`config.mk`:
```
export PLATFORM = sky130hd
export DESIGN_NAME = rau_queue
export DESIGN_NICKNAME = d
export VERILOG_FILES = /design/src/rtl/core/rau_pkg.sv /design/src/rtl/core/rau_queue.sv
export VERILOG_INCLUDE_DIRS = /design/src /design/src/rtl/core
export SDC_FILE = /design/constraint.sdc
export NUM_CORES = 1
export LEC_CHECK = 0
export BUFFER_PORTS_ARGS = -buffer_cell sky130_fd_sc_hd__buf_2
export CELL_PAD_IN_SITES_DETAIL_PLACEMENT = 1
export CELL_PAD_IN_SITES_GLOBAL_PLACEMENT = 1
export CORE_ASPECT_RATIO = 1.25
export CORE_MARGIN = 4
export CORE_UTILIZATION = 40
export DETAILED_ROUTE_END_ITERATION = 16
export PLACE_DENSITY = 0.73
export SYNTH_ARGS = -nofsm -noshare
export SYNTH_HDL_FRONTEND = slang
export SYNTH_SLANG_ARGS = --single-unit
export TNS_END_PERCENT = 10
```
`constraint.sdc`:
```
create_clock -name clk -period 6.8 [get_ports clk]
set_input_delay 0.34 -clock clk [delete_from_list [all_inputs] [get_ports clk]]
set_output_delay 0.34 -clock clk [all_outputs]
set_load 0.01 [all_outputs]
```
`src/rtl/core/assert_macros.svh`:
```
// ---------------------------------------------------------------------------
// assertion macros
// shared helpers for concurrent checks in the rtl, clocked on clk, reset rst_n
// ---------------------------------------------------------------------------
`ifndef ASSERT_MACROS_SVH
`define ASSERT_MACROS_SVH

// property must hold at every clock edge outside reset
`define RAU_ASSERT(name, prop) \
    name: assert property (@(posedge clk) disable iff (!rst_n) prop) \
        else $error("rau: assertion failed");

// condition must never be seen outside reset
`define RAU_ASSERT_NEVER(name, expr) \
    name: assert property (@(posedge clk) disable iff (!rst_n) !(expr)) \
        else $error("rau: forbidden condition seen");

`endif

```
`src/rtl/core/rau_pkg.sv`:
```
// ---------------------------------------------------------------------------
// rau_pkg
// types, codes and sizes shared by the rational arithmetic unit
// ---------------------------------------------------------------------------
package rau_pkg;

    localparam int DATA_WIDTH  = 32;
    localparam int KIND_WIDTH  = 3;
    localparam int EXP_WIDTH   = 6;
    localparam int ORDER_WIDTH = 2;
    localparam int CNT_WIDTH   = $clog2(DATA_WIDTH);
    localparam int QUEUE_DEPTH = 2;

    typedef logic [DATA_WIDTH-1:0] word_t;

    // operation codes of the kind field
    localparam logic [KIND_WIDTH-1:0] KIND_ADD = 3'd0;
    localparam logic [KIND_WIDTH-1:0] KIND_SUB = 3'd1;
    localparam logic [KIND_WIDTH-1:0] KIND_MUL = 3'd2;
    localparam logic [KIND_WIDTH-1:0] KIND_DIV = 3'd3;
    localparam logic [KIND_WIDTH-1:0] KIND_CMP = 3'd4;
    localparam logic [KIND_WIDTH-1:0] KIND_POW = 3'd5;

    // compare order codes
    localparam logic [ORDER_WIDTH-1:0] ORDER_LESS    = 2'd0;
    localparam logic [ORDER_WIDTH-1:0] ORDER_EQUAL   = 2'd1;
    localparam logic [ORDER_WIDTH-1:0] ORDER_GREATER = 2'd2;
    localparam logic [ORDER_WIDTH-1:0] ORDER_NO_DEN  = 2'd3;

    typedef struct packed {
        logic [KIND_WIDTH-1:0]        kind;
        logic signed [DATA_WIDTH-1:0] a_num;
        logic signed [DATA_WIDTH-1:0] a_den;
        logic signed [DATA_WIDTH-1:0] b_num;
        logic signed [DATA_WIDTH-1:0] b_den;
        logic [EXP_WIDTH-1:0]         exponent;
    } rau_item_t;

    typedef struct packed {
        logic signed [DATA_WIDTH-1:0] result_num;
        logic signed [DATA_WIDTH-1:0] result_den;
        logic [ORDER_WIDTH-1:0]       order;
        logic                         zero_den_error;
    } rau_result_t;

    // work class picked by the front end
    typedef enum logic [2:0] {
        OP_DONE,
        OP_ADD,
        OP_MULT,
        OP_CMP,
        OP_POW
    } rau_op_t;

    // one queued transaction, operands already arranged for the back end
    typedef struct packed {
        rau_op_t                op;
        word_t                  v0;
        word_t                  v1;
        word_t                  v2;
        word_t                  v3;
        logic [EXP_WIDTH-1:0]   exponent;
        logic [ORDER_WIDTH-1:0] order;
        logic                   err;
    } rau_entry_t;

    typedef enum logic [5:0] {
        ST_IDLE,
        ST_ADD_G,
        ST_ADD_GW,
        ST_ADD_TW,
        ST_ADD_L,
        ST_ADD_Q1W,
        ST_ADD_T1,
        ST_ADD_Q2W,
        ST_ADD_T2,
        ST_NORM,
        ST_NORM_G,
        ST_NORM_GW,
        ST_NORM_DN,
        ST_NORM_DD,
        ST_CAN_G1,
        ST_CAN_G1W,
        ST_CAN_D0,
        ST_CAN_D1,
        ST_CAN_G2,
        ST_CAN_G2W,
        ST_CAN_D2,
        ST_CAN_D3,
        ST_PROD_1,
        ST_PROD_2,
        ST_MULT_FIN,
        ST_CMP_FIN,
        ST_POW_CHK,
        ST_POW_RN,
        ST_POW_RD,
        ST_POW_BN,
        ST_POW_BD,
        ST_POW_NX
    } rau_state_t;

endpackage

```
`src/rtl/core/rau_queue.sv`:
```
// ---------------------------------------------------------------------------
// rau_queue
// short fifo of classified transactions between front and back end
// ---------------------------------------------------------------------------
`include "assert_macros.svh"

module rau_queue (
    input  logic                clk,
    input  logic                rst_n,
    input  logic                push,
    input  rau_pkg::rau_entry_t wr_entry,
    output logic                full,
    input  logic                pop,
    output rau_pkg::rau_entry_t rd_entry,
    output logic                empty
);
    import rau_pkg::*;

    localparam int PTR_W = (QUEUE_DEPTH > 1) ? $clog2(QUEUE_DEPTH) : 1;
    localparam int CNT_W = PTR_W + 1;

    rau_entry_t         slots [QUEUE_DEPTH];
    logic [PTR_W-1:0]   wr_ptr_reg;
    logic [PTR_W-1:0]   rd_ptr_reg;
    logic [CNT_W-1:0]   count_reg;

    function automatic logic [PTR_W-1:0] bump(input logic [PTR_W-1:0] p);
        bump = (p == PTR_W'(QUEUE_DEPTH - 1)) ? '0 : p + 1'b1;
    endfunction

    always_ff @(posedge clk or negedge rst_n)
    begin
        if (!rst_n)
        begin
            wr_ptr_reg <= '0;
            rd_ptr_reg <= '0;
            count_reg  <= '0;
        end
        else
        begin
            if (push)
            begin
                wr_ptr_reg <= bump(wr_ptr_reg);
            end
            if (pop)
            begin
                rd_ptr_reg <= bump(rd_ptr_reg);
            end
            if (push && !pop)
            begin
                count_reg <= count_reg + 1'b1;
            end
            else if (pop && !push)
            begin
                count_reg <= count_reg - 1'b1;
            end
        end
    end

    always_ff @(posedge clk)
    begin
        if (push)
        begin
            slots[wr_ptr_reg] <= wr_entry;
        end
    end

    assign rd_entry = slots[rd_ptr_reg];
    assign full     = (count_reg == CNT_W'(QUEUE_DEPTH));
    assign empty    = (count_reg == '0);

    `RAU_ASSERT_NEVER(a_q_underflow, pop && count_reg == '0)
    `RAU_ASSERT_NEVER(a_q_overflow, push && !pop && count_reg == CNT_W'(QUEUE_DEPTH))

endmodule

```
==> flow_summary.toml <==
[logic_synthesis]
synth.avg_cell_area_um2 = 23.6
yosysTopAreaCell = "edfxtp_1"
synth.distinct_cells = 14
yosysWarnings = 0
yosysSeqAreaShare = 0.798
netlist_area_mm2 = 0.0107
ys_top_cells_by_area = "edfxtp_1 79%, mux2_4 13%, mux2_2 5.3%"
ys_seq_elements = 284
netlist.area_leader.share = 0.789
synth.net_count = 597
syn_inst = 452

[setup_path]
cp-start-kind = "flip-flop"
arrival_ns = 2.90
end_kind = "output port"
path_cells = "buf_12, mux2_2, buf_2"
crit_type = "reg2out"
critPathRequiredTime_ns = 6.46
slowest_stage = "dfrtp_4"
crit_family = "flip-flops"
max_stage_delay_ns = 1.03
cp_num_buf_inv = 2
cp_max_fo = 89

[placement]
io_buffer_count = 285
place_congestion = 0.757
dp_hpwl_mm = 15.3
dp_cells = 1065

[sta]
maxSlewViolCount = 0
rsz0062_at_grt = "false"
post-route-period-util = 0.477
setup_viol = 0
hold_viol_final = 0
setup_tns_ns = 0
relSlewSlack = 0.220
finalCriticalPeriod_ns = 3.24
clock.fmax_mhz = 309
skew_ns = 0.00914
tightest_slew_ns = 1.17
fin_hold_ws_ns = 0.0286

[outcome]
status = "complete, no violations"

[clock_network]
cts_setup_buffers = 0
cts.reportedPaths.clkPinSlew_ns = 0.06
cts_root_buffer = "clkbuf_16"
cts_tree = "done"
clock-sinks = 284
clk_latency_ns = 0.53
htree_levels = 1
cts_buffer_depth = 3
cts_buffers = 28

[floorplanning]
dieArea_mm2 = 0.0293
core-area_mm2 = 0.0262
io-pin-count = 286
start_util = 0.407
core.rowCount = 66
die_x_um = 154
dieHeight_um = 191

[routing]
drc = 0
drt_iter0_drc = 201
viasPerCell = 4.72
drt-total-wl_mm = 25.9
avgRoutedWirePerCell_um = 20.6
vias = 5921
ant_nets = 0
drt-pass1-iter-count = 4

[power_and_ir_drop]
p_sw_w = 0.00164
power.share.clock = 0.261
seqPwrFrac = 0.438
leakage_nw = 5.83
p_sw_frac = 0.286
peakVddDrop_mv = 0.260
pwr-share-comb = 0.300
p_int_w = 0.00409
power_w = 0.00572
power.density_mw_per_mm2 = 389

[layout]
utilization = 0.562
multiInputGateArea_mm2 = 0.00201
drive_above_1_share = 0.511
synthToLayoutAreaGrowth_pct = 38.0
nNetsFinal = 1041
fill_cells = 2403
largest_register_ffs = 280
layoutNonFillerInstCount = 1255
final-seq-area_mm2 = 0.00851

[global_routing]
grt_pass1_vias = 6860
overflow = 0
antenna_found_initial = 1
gr-usage-all-layers = 0.171
grt_pass1_wl_mm = 39.4
grt_max_degree = 90

[job]
max-cap-violations = 0

[min_path]
hold_path_class = "in2reg"
## Yosys cell counts
master and n:
buf_6 10, mux2_2 50, mux2_4 90, inv_1 1
ha_1 1, dfrtp_1 4, buf_2 5, xor2_1 4
and2_1 1, nor2b_1 2, edfxtp_1 280, xnor2_1 1
buf_8 1, nor2_1 2
## cells by family (layout without fill, tap and decap cells)
logic type                 after synthesis  in the layout  share of synthesized area
buffers and inverters                   17            479                     0.0147
other                                    0              1                          0
DFF                                    284            284                      0.798
adders and majority gates                1              1                    0.00117
muxes                                  140            140                      0.180
xor gates and xnor gates                 5              5                    0.00411
and+or+nand+nor                          5              5                    0.00246
## through the flow
step                      setup WS, ns  instance area (um^2)
after floorplan                   2.30                 10700
after global placement            4.22                 12400
after detailed placement          4.10                 12400
after CTS                         3.56                 14700
after global routing              3.42                 14700
final                             3.56                 14700
## cells in the final DEF (no fill, tap or decap), types with 2 or more instances in the layout
cell and instances:
mux2_4 90, buf_2 285, bufinv_16 3, clkbuf_16 29, nor2_1 2, clkbuf_1 7, mux2_2 50, dlygate4sd3_1 141
xor2_1 4, dfrtp_1 3, clkinv_2 3, buf_4 3, clkinv_1 6, edfxtp_1 280
## power by group through the flow
stage,logic (W),registers [W],clock network (W)
6_report,0.00172,0.00251,0.00150
5_1_grt,0.00183,0.00255,0.00162
3_3_place_gp,0.00161,0.00251,0
3_5_place_dp,0.00165,0.00254,0
2_1_floorplan,0.00118,0.00246,0
4_1_cts,0.00172,0.00251,0.00153
## path summary, 6_finish.rpt
check                                               from  slack [ns]  depth (start not counted)                       end
worst min-delay path                       wr_entry[112]        0.03                          1   slots[0][112]$_DFFE_PP_
worst max register to register    wr_ptr_reg$_DFFE_PN0P_        4.18                          2    slots[1][70]$_DFFE_PP_
worst max-delay path              rd_ptr_reg$_DFFE_PN0P_        3.56                          3             rd_entry[128]
max in group asynchronous                          rst_n        6.45                          2    rd_ptr_reg$_DFFE_PN0P_
min in group asynchronous                          rst_n        0.20                          2    wr_ptr_reg$_DFFE_PN0P_
worst min register to register  count_reg[1]$_DFFE_PN0P_        0.50                          1  count_reg[1]$_DFFE_PN0P_
## metal layers
| metal | vias up | track usage | share of wire |
|---|---|---|---|
| met3 | 39 | 0.0377 | 0.065 |
| met2 | 226 | 0.326 | 0.56 |
| met1 | 2977 | 0.194 | 0.36 |
| met4 | 0 | 0.0435 | 0.023 |
| li1 | 2679 | - | - |
| met5 | - | 0 | 0 |
## final cells by class
cell class | instances | share of cell area
repair buffers | 430 | 0.196
well taps | 340 | 0.0289
multi-input cells | 151 | 0.136
clock inverters | 12 | 0.00868
clock buffers | 36 | 0.0511
diodes | 1 | 0.000170
inverters | 1 | 0.000255
flip-flops and latches | 284 | 0.579
## timing repair
action,CTS,global route
hold buffers,138,3
endpoints found under the hold margin,276,6
resized for setup,0,0
Power figures use the tool's default switching activity.
