<file path="src/rtl/core/assert_macros.svh">
// ---------------------------------------------------------------------------
// assertion macros
// shared helpers for concurrent checks in the rtl, clocked on clk, reset rst_n
// ---------------------------------------------------------------------------
`ifndef ASSERT_MACROS_SVH
`define ASSERT_MACROS_SVH

// property must hold at every clock edge outside reset
`define RAU_ASSERT(name, prop) \
    name: assert property (@(posedge clk) disable iff (!rst_n) prop) \
        else $error("rau: assertion failed");

// condition must never be seen outside reset
`define RAU_ASSERT_NEVER(name, expr) \
    name: assert property (@(posedge clk) disable iff (!rst_n) !(expr)) \
        else $error("rau: forbidden condition seen");

`endif

</file>
<file path="src/rtl/core/rau_pkg.sv">
// ---------------------------------------------------------------------------
// rau_pkg
// types, codes and sizes shared by the rational arithmetic unit
// ---------------------------------------------------------------------------
package rau_pkg;

    localparam int DATA_WIDTH  = 32;
    localparam int KIND_WIDTH  = 3;
    localparam int EXP_WIDTH   = 6;
    localparam int ORDER_WIDTH = 2;
    localparam int CNT_WIDTH   = $clog2(DATA_WIDTH);
    localparam int QUEUE_DEPTH = 2;

    typedef logic [DATA_WIDTH-1:0] word_t;

    // operation codes of the kind field
    localparam logic [KIND_WIDTH-1:0] KIND_ADD = 3'd0;
    localparam logic [KIND_WIDTH-1:0] KIND_SUB = 3'd1;
    localparam logic [KIND_WIDTH-1:0] KIND_MUL = 3'd2;
    localparam logic [KIND_WIDTH-1:0] KIND_DIV = 3'd3;
    localparam logic [KIND_WIDTH-1:0] KIND_CMP = 3'd4;
    localparam logic [KIND_WIDTH-1:0] KIND_POW = 3'd5;

    // compare order codes
    localparam logic [ORDER_WIDTH-1:0] ORDER_LESS    = 2'd0;
    localparam logic [ORDER_WIDTH-1:0] ORDER_EQUAL   = 2'd1;
    localparam logic [ORDER_WIDTH-1:0] ORDER_GREATER = 2'd2;
    localparam logic [ORDER_WIDTH-1:0] ORDER_NO_DEN  = 2'd3;

    typedef struct packed {
        logic [KIND_WIDTH-1:0]        kind;
        logic signed [DATA_WIDTH-1:0] a_num;
        logic signed [DATA_WIDTH-1:0] a_den;
        logic signed [DATA_WIDTH-1:0] b_num;
        logic signed [DATA_WIDTH-1:0] b_den;
        logic [EXP_WIDTH-1:0]         exponent;
    } rau_item_t;

    typedef struct packed {
        logic signed [DATA_WIDTH-1:0] result_num;
        logic signed [DATA_WIDTH-1:0] result_den;
        logic [ORDER_WIDTH-1:0]       order;
        logic                         zero_den_error;
    } rau_result_t;

    // work class picked by the front end
    typedef enum logic [2:0] {
        OP_DONE,
        OP_ADD,
        OP_MULT,
        OP_CMP,
        OP_POW
    } rau_op_t;

    // one queued transaction, operands already arranged for the back end
    typedef struct packed {
        rau_op_t                op;
        word_t                  v0;
        word_t                  v1;
        word_t                  v2;
        word_t                  v3;
        logic [EXP_WIDTH-1:0]   exponent;
        logic [ORDER_WIDTH-1:0] order;
        logic                   err;
    } rau_entry_t;

    typedef enum logic [5:0] {
        ST_IDLE,
        ST_ADD_G,
        ST_ADD_GW,
        ST_ADD_TW,
        ST_ADD_L,
        ST_ADD_Q1W,
        ST_ADD_T1,
        ST_ADD_Q2W,
        ST_ADD_T2,
        ST_NORM,
        ST_NORM_G,
        ST_NORM_GW,
        ST_NORM_DN,
        ST_NORM_DD,
        ST_CAN_G1,
        ST_CAN_G1W,
        ST_CAN_D0,
        ST_CAN_D1,
        ST_CAN_G2,
        ST_CAN_G2W,
        ST_CAN_D2,
        ST_CAN_D3,
        ST_PROD_1,
        ST_PROD_2,
        ST_MULT_FIN,
        ST_CMP_FIN,
        ST_POW_CHK,
        ST_POW_RN,
        ST_POW_RD,
        ST_POW_BN,
        ST_POW_BD,
        ST_POW_NX
    } rau_state_t;

endpackage

</file>
<file path="src/rtl/core/rau_front.sv">
// ---------------------------------------------------------------------------
// rau_front
// takes transactions, settles trivial cases and arranges operands
// ---------------------------------------------------------------------------
module rau_front (
    input  logic                start,
    input  rau_pkg::rau_item_t  item,
    output logic                busy,
    output logic                push,
    input  logic                full,
    output rau_pkg::rau_entry_t entry
);
    import rau_pkg::*;

    word_t an;
    word_t ad;
    word_t bn;
    word_t bd;
    word_t bn_neg;

    assign an     = word_t'(item.a_num);
    assign ad     = word_t'(item.a_den);
    assign bn     = word_t'(item.b_num);
    assign bd     = word_t'(item.b_den);
    assign bn_neg = '0 - bn;

    assign busy = full;
    assign push = start && !full;

    always_comb
    begin
        entry          = '0;
        entry.op       = OP_DONE;
        entry.exponent = item.exponent;
        entry.order    = ORDER_LESS;
        case (item.kind)
            KIND_ADD, KIND_SUB:
            begin
                if (ad == '0 || bd == '0)
                begin
                    entry.err = 1'b1;
                end
                else
                begin
                    entry.op = OP_ADD;
                    entry.v0 = an;
                    entry.v1 = ad;
                    entry.v2 = (item.kind == KIND_SUB) ? bn_neg : bn;
                    entry.v3 = bd;
                end
            end
            KIND_MUL:
            begin
                // pairs (an, bd) and (ad, bn) cancel against each other
                if (ad == '0 || bd == '0)
                begin
                    entry.err = 1'b1;
                end
                else
                begin
                    entry.op = OP_MULT;
                    entry.v0 = an;
                    entry.v1 = bd;
                    entry.v2 = ad;
                    entry.v3 = bn;
                end
            end
            KIND_DIV:
            begin
                // second operand flipped
                if (ad == '0 || bn == '0)
                begin
                    entry.err = 1'b1;
                end
                else
                begin
                    entry.op = OP_MULT;
                    entry.v0 = an;
                    entry.v1 = bn;
                    entry.v2 = ad;
                    entry.v3 = bd;
                end
            end
            KIND_CMP:
            begin
                if (bd == '0)
                begin
                    entry.order = ORDER_NO_DEN;
                end
                else if ((an == bn && ad == bd) || (an == '0 && bn == '0))
                begin
                    entry.order = ORDER_EQUAL;
                end
                else if (item.a_num < 0 && item.b_num > 0)
                begin
                    entry.order = ORDER_LESS;
                end
                else if (item.a_num > 0 && item.b_num < 0)
                begin
                    entry.order = ORDER_GREATER;
                end
                else
                begin
                    entry.op = OP_CMP;
                    entry.v0 = an;
                    entry.v1 = bn;
                    entry.v2 = ad;
                    entry.v3 = bd;
                end
            end
            KIND_POW:
            begin
                entry.op = OP_POW;
                entry.v0 = an;
                entry.v1 = ad;
            end
            default:
            begin
                entry.op = OP_DONE;
            end
        endcase
    end

endmodule

</file>
<file path="config.mk">
export PLATFORM = sky130hd
export DESIGN_NAME = rau_front
export DESIGN_NICKNAME = d
export VERILOG_FILES = /design/src/rtl/core/assert_macros.svh /design/src/rtl/core/rau_pkg.sv /design/src/rtl/core/rau_front.sv
export SDC_FILE = /design/constraint.sdc
export NUM_CORES = 1
export LEC_CHECK = 0
export BUFFER_PORTS_ARGS = -buffer_cell sky130_fd_sc_hd__buf_2
export CORE_AREA = 2 2 109 111
export DETAILED_ROUTE_END_ITERATION = 8
export DIE_AREA = 0 0 111 113
export GPL_ROUTABILITY_DRIVEN = 0
export MAX_ROUTING_LAYER = met4
export PLACE_DENSITY = 0.73
export SYNTH_ARGS = -nofsm -noshare
export SYNTH_HDL_FRONTEND = slang
export SYNTH_SLANG_ARGS = --single-unit
</file>
<file path="constraint.sdc">
create_clock -name vclk -period 4.6
set_input_delay 0.23 -clock vclk [all_inputs]
set_output_delay 0.23 -clock vclk [all_outputs]
set_load 0.01 [all_outputs]
</file>
==> metrics <==
count of standard-cell rows=39; portion of total power attributed to sequential cells=0; die outline width=111 um; power share of the combinational group=1.000; Worst Tran Pin Value=0.9866 ns; initial antenna violation count=0; core region area=11,270 um^2; number of pins with negative max-slew slack in the final report=0; Final min period=3.812 ns; post-DP HPWL=16,660 um; number of distinct standard cells referenced by the synthesized netlist=46; post-CTS setup repair buffer count=0; die height=approximately 110 um; sequential cell area fraction in the yosys report=0; outcome=completed; sequential cell count=0; cell area after layout=4868 um^2; switching power of the nets=367.6 uW; Vias=between 5k and 6k; num ports=~280; clock buffer count=0; Final nets=952; unrepaired setup endpoints after global routing=false; final routed DRC violation total=0; met2 Resource Use GR=0.5260; kind of end point of the critical path=output pin; Worst EP arrival=between 3 and 4 ns; setup violation total in the final timing report=0; post-cts hold buffer count=0; hold depth=0; number of instances in the synthesized netlist=between 500 and 600; wire length of the first global-routing pass=around 30,000 um; detailed-route vias per instance=roughly 5.6; Filler Cell Count=1,234; DR WL/cell=21.27 um; peak clock frequency supported by timing=between 200 and 300 MHz; switching power as a share of total power=0.6114; number of input and output port buffers inserted=between 200 and 300; pin count of the biggest net entering global routing=44; Post-synth top cells=93 x sky130_fd_sc_hd__xnor2_1, 74 x sky130_fd_sc_hd__nand2_1, 68 x sky130_fd_sc_hd__o21ai_0, 65 x sky130_fd_sc_hd__inv_1, 35 x sky130_fd_sc_hd__nor4_1; post-synth top area share=0.2307; ratio of cells with drive above 1 in the final layout=0.3864; cell type contributing the most total cell area after synthesis=sky130_fd_sc_hd__xnor2_1; sort of element at the start of the critical path=input port; post-place instance area=4868 um^2; Top cell by count, worst path=sky130_fd_sc_hd__buf_2; count of antenna diodes in the layout=0; largest fanout on the critical path=21; internal portion of total power=233.6 uW; Hold WC Path Type=in -> out; met1 GRT Util=0.4010; Post-Syn Area per Cell=6.077 um^2; worst slew slack as a fraction of its limit=0.3407; global router's overall resource usage=0.3117; post-CTS resize count=0; signed area change from the synthesized netlist to the final layout=37.88%; critical path class=in -> out; CP required=between 4 and 5 ns; clock network fraction of total power=0; max-capacitance violation count=0; leading cell type by number of instances after synthesis=sky130_fd_sc_hd__xnor2_1; Starting Density=0.3132; main area contributors after synthesis=sky130_fd_sc_hd__xnor2_1 23%, sky130_fd_sc_hd__o21ai_0 9.6%, sky130_fd_sc_hd__a22o_1 7.9%, sky130_fd_sc_hd__nand2_1 7.9%, sky130_fd_sc_hd__inv_1 6.9%; detailed router's first-iteration violation count=550; routing usage on met3=0.04499; vias in the first global route=5,044; LEAKAGE=around 0.0025 uW; most used routing layer in global routing=met2; start point of the worst hold path=item[3]; period utilisation layout=0.8287; power per standard cell area=123.5 nW/um^2; highest cell delay on the worst timing path=~0.54 ns; router iterations before antenna repair=5; series of cell instances along the critical path=buf_2 -> inv_1 -> ha_1 -> nor3b_1 -> nand3_1 -> nor4_4 -> nand2_1 -> and3_4 -> a21oi_2 -> buf_4 -> o21ai_0 -> buf_2; count of antenna-violating nets left after detailed routing=0; Peak supply drop=0.00009004 V; Endpoint, Worst Hold=entry[6]; Worst Hold Margin=0.4600 ns; Syn Nets=slightly above 700; post-synth design cell area=roughly 3500 um^2; setup total negative slack=0 ns; crit path max-delay cell type=sky130_fd_sc_hd__nor3b_1; Final Hold Violating Endpoints=0; total area of sequential cells=0 um^2; post-detailed-routing wire length=20,270 um; YS warnings=0; die footprint=approximately 13,000 um^2; area used by multi-input combinational logic=3047 um^2; remaining global-route overflow=0
-- power by group through the flow --
stage	registers [uW]	logic (uW)	clock network, uW
CTS	0	596	0
global placement	0	593	0
floorplan	0	322	0
global route	0	646	0
detailed placement	0	593	0
finish	0	601	0
-- cell type report --
cell class	count	share of cell area
multi-input cells	469	0.6258
repair buffers	276	0.2873
inverters	65	0.05012
well taps	143	0.03675
-- per-layer routing --
| layer | routed length [um] | vias up |
|---|---|---|
| li1 | - | 2499 |
| met1 | 8233 | 2466 |
| met2 | 9620 | 378 |
| met3 | 1933 | 35 |
| met4 | 484 | 0 |
| met5 | 0 | - |
-- worst max-delay path: cells and delay by family --
kind	cells	cell delay, ns
buf+inv	4	0.77
compound gates	2	0.61
simple gates	5	1.77
fa+ha+maj	1	0.18
-- cell usage in the layout, fill, tap and decap left out, types with 3 or more instances in the layout --
cell / Yosys / routed
sky130_fd_sc_hd__buf_2: 2 / 269
sky130_fd_sc_hd__xnor2_1: 93 / 93
sky130_fd_sc_hd__nand2_1: 74 / 74
sky130_fd_sc_hd__o21ai_0: 68 / 68
sky130_fd_sc_hd__inv_1: 65 / 65
sky130_fd_sc_hd__nor4_1: 35 / 35
sky130_fd_sc_hd__a22o_1: 32 / 32
sky130_fd_sc_hd__a22oi_1: 31 / 31
sky130_fd_sc_hd__nor2_1: 28 / 28
sky130_fd_sc_hd__nand4_1: 23 / 23
sky130_fd_sc_hd__nor2_2: 21 / 21
sky130_fd_sc_hd__a31oi_1: 8 / 8
sky130_fd_sc_hd__buf_4: 8 / 7
sky130_fd_sc_hd__nand3_1: 5 / 5
sky130_fd_sc_hd__nor3_1: 6 / 5
sky130_fd_sc_hd__a21oi_1: 6 / 5
sky130_fd_sc_hd__or2_2: 4 / 4
sky130_fd_sc_hd__and2_1: 3 / 3
sky130_fd_sc_hd__a41oi_1: 3 / 3
sky130_fd_sc_hd__o31ai_1: 3 / 3
-- through the flow --
stage / util / instances / worst slack, ns / power [uW]
4_1_cts: 0.4319 / 953 / 0.8826 / 595.7
3_3_place_gp: 0.4319 / 953 / 1.029 / 592.9
5_1_grt: 0.4319 / 953 / 0.5226 / 645.7
3_5_place_dp: 0.4319 / 953 / 0.9035 / 593.1
6_report: 0.4319 / 953 / 0.7881 / 601.2
2_1_floorplan: - / 581 / 1.780 / 321.8
-- how the worst max path moves through the flow --
stage | cells after the start | endpoint | start | slack, ns
final | 12 | entry[101] | item[39] | 0.79
after global routing | 12 | entry[95] | item[39] | 0.52
after CTS | 12 | entry[101] | item[39] | 0.88
after detailed placement | 12 | entry[101] | item[39] | 0.90
after global placement | 12 | entry[110] | item[38] | 1.03
after floorplan | 9 | entry[105] | item[50] | 1.78
-- logic make-up after synthesis --
kind of cell,count (synthesis),synth area share
compound gates,166,0.3172
xor+xnor,93,0.2307
fa+ha+maj,1,0.003543
buf+inv,112,0.1414
simple gates,209,0.3072
(Power assumes the default switching activity.)
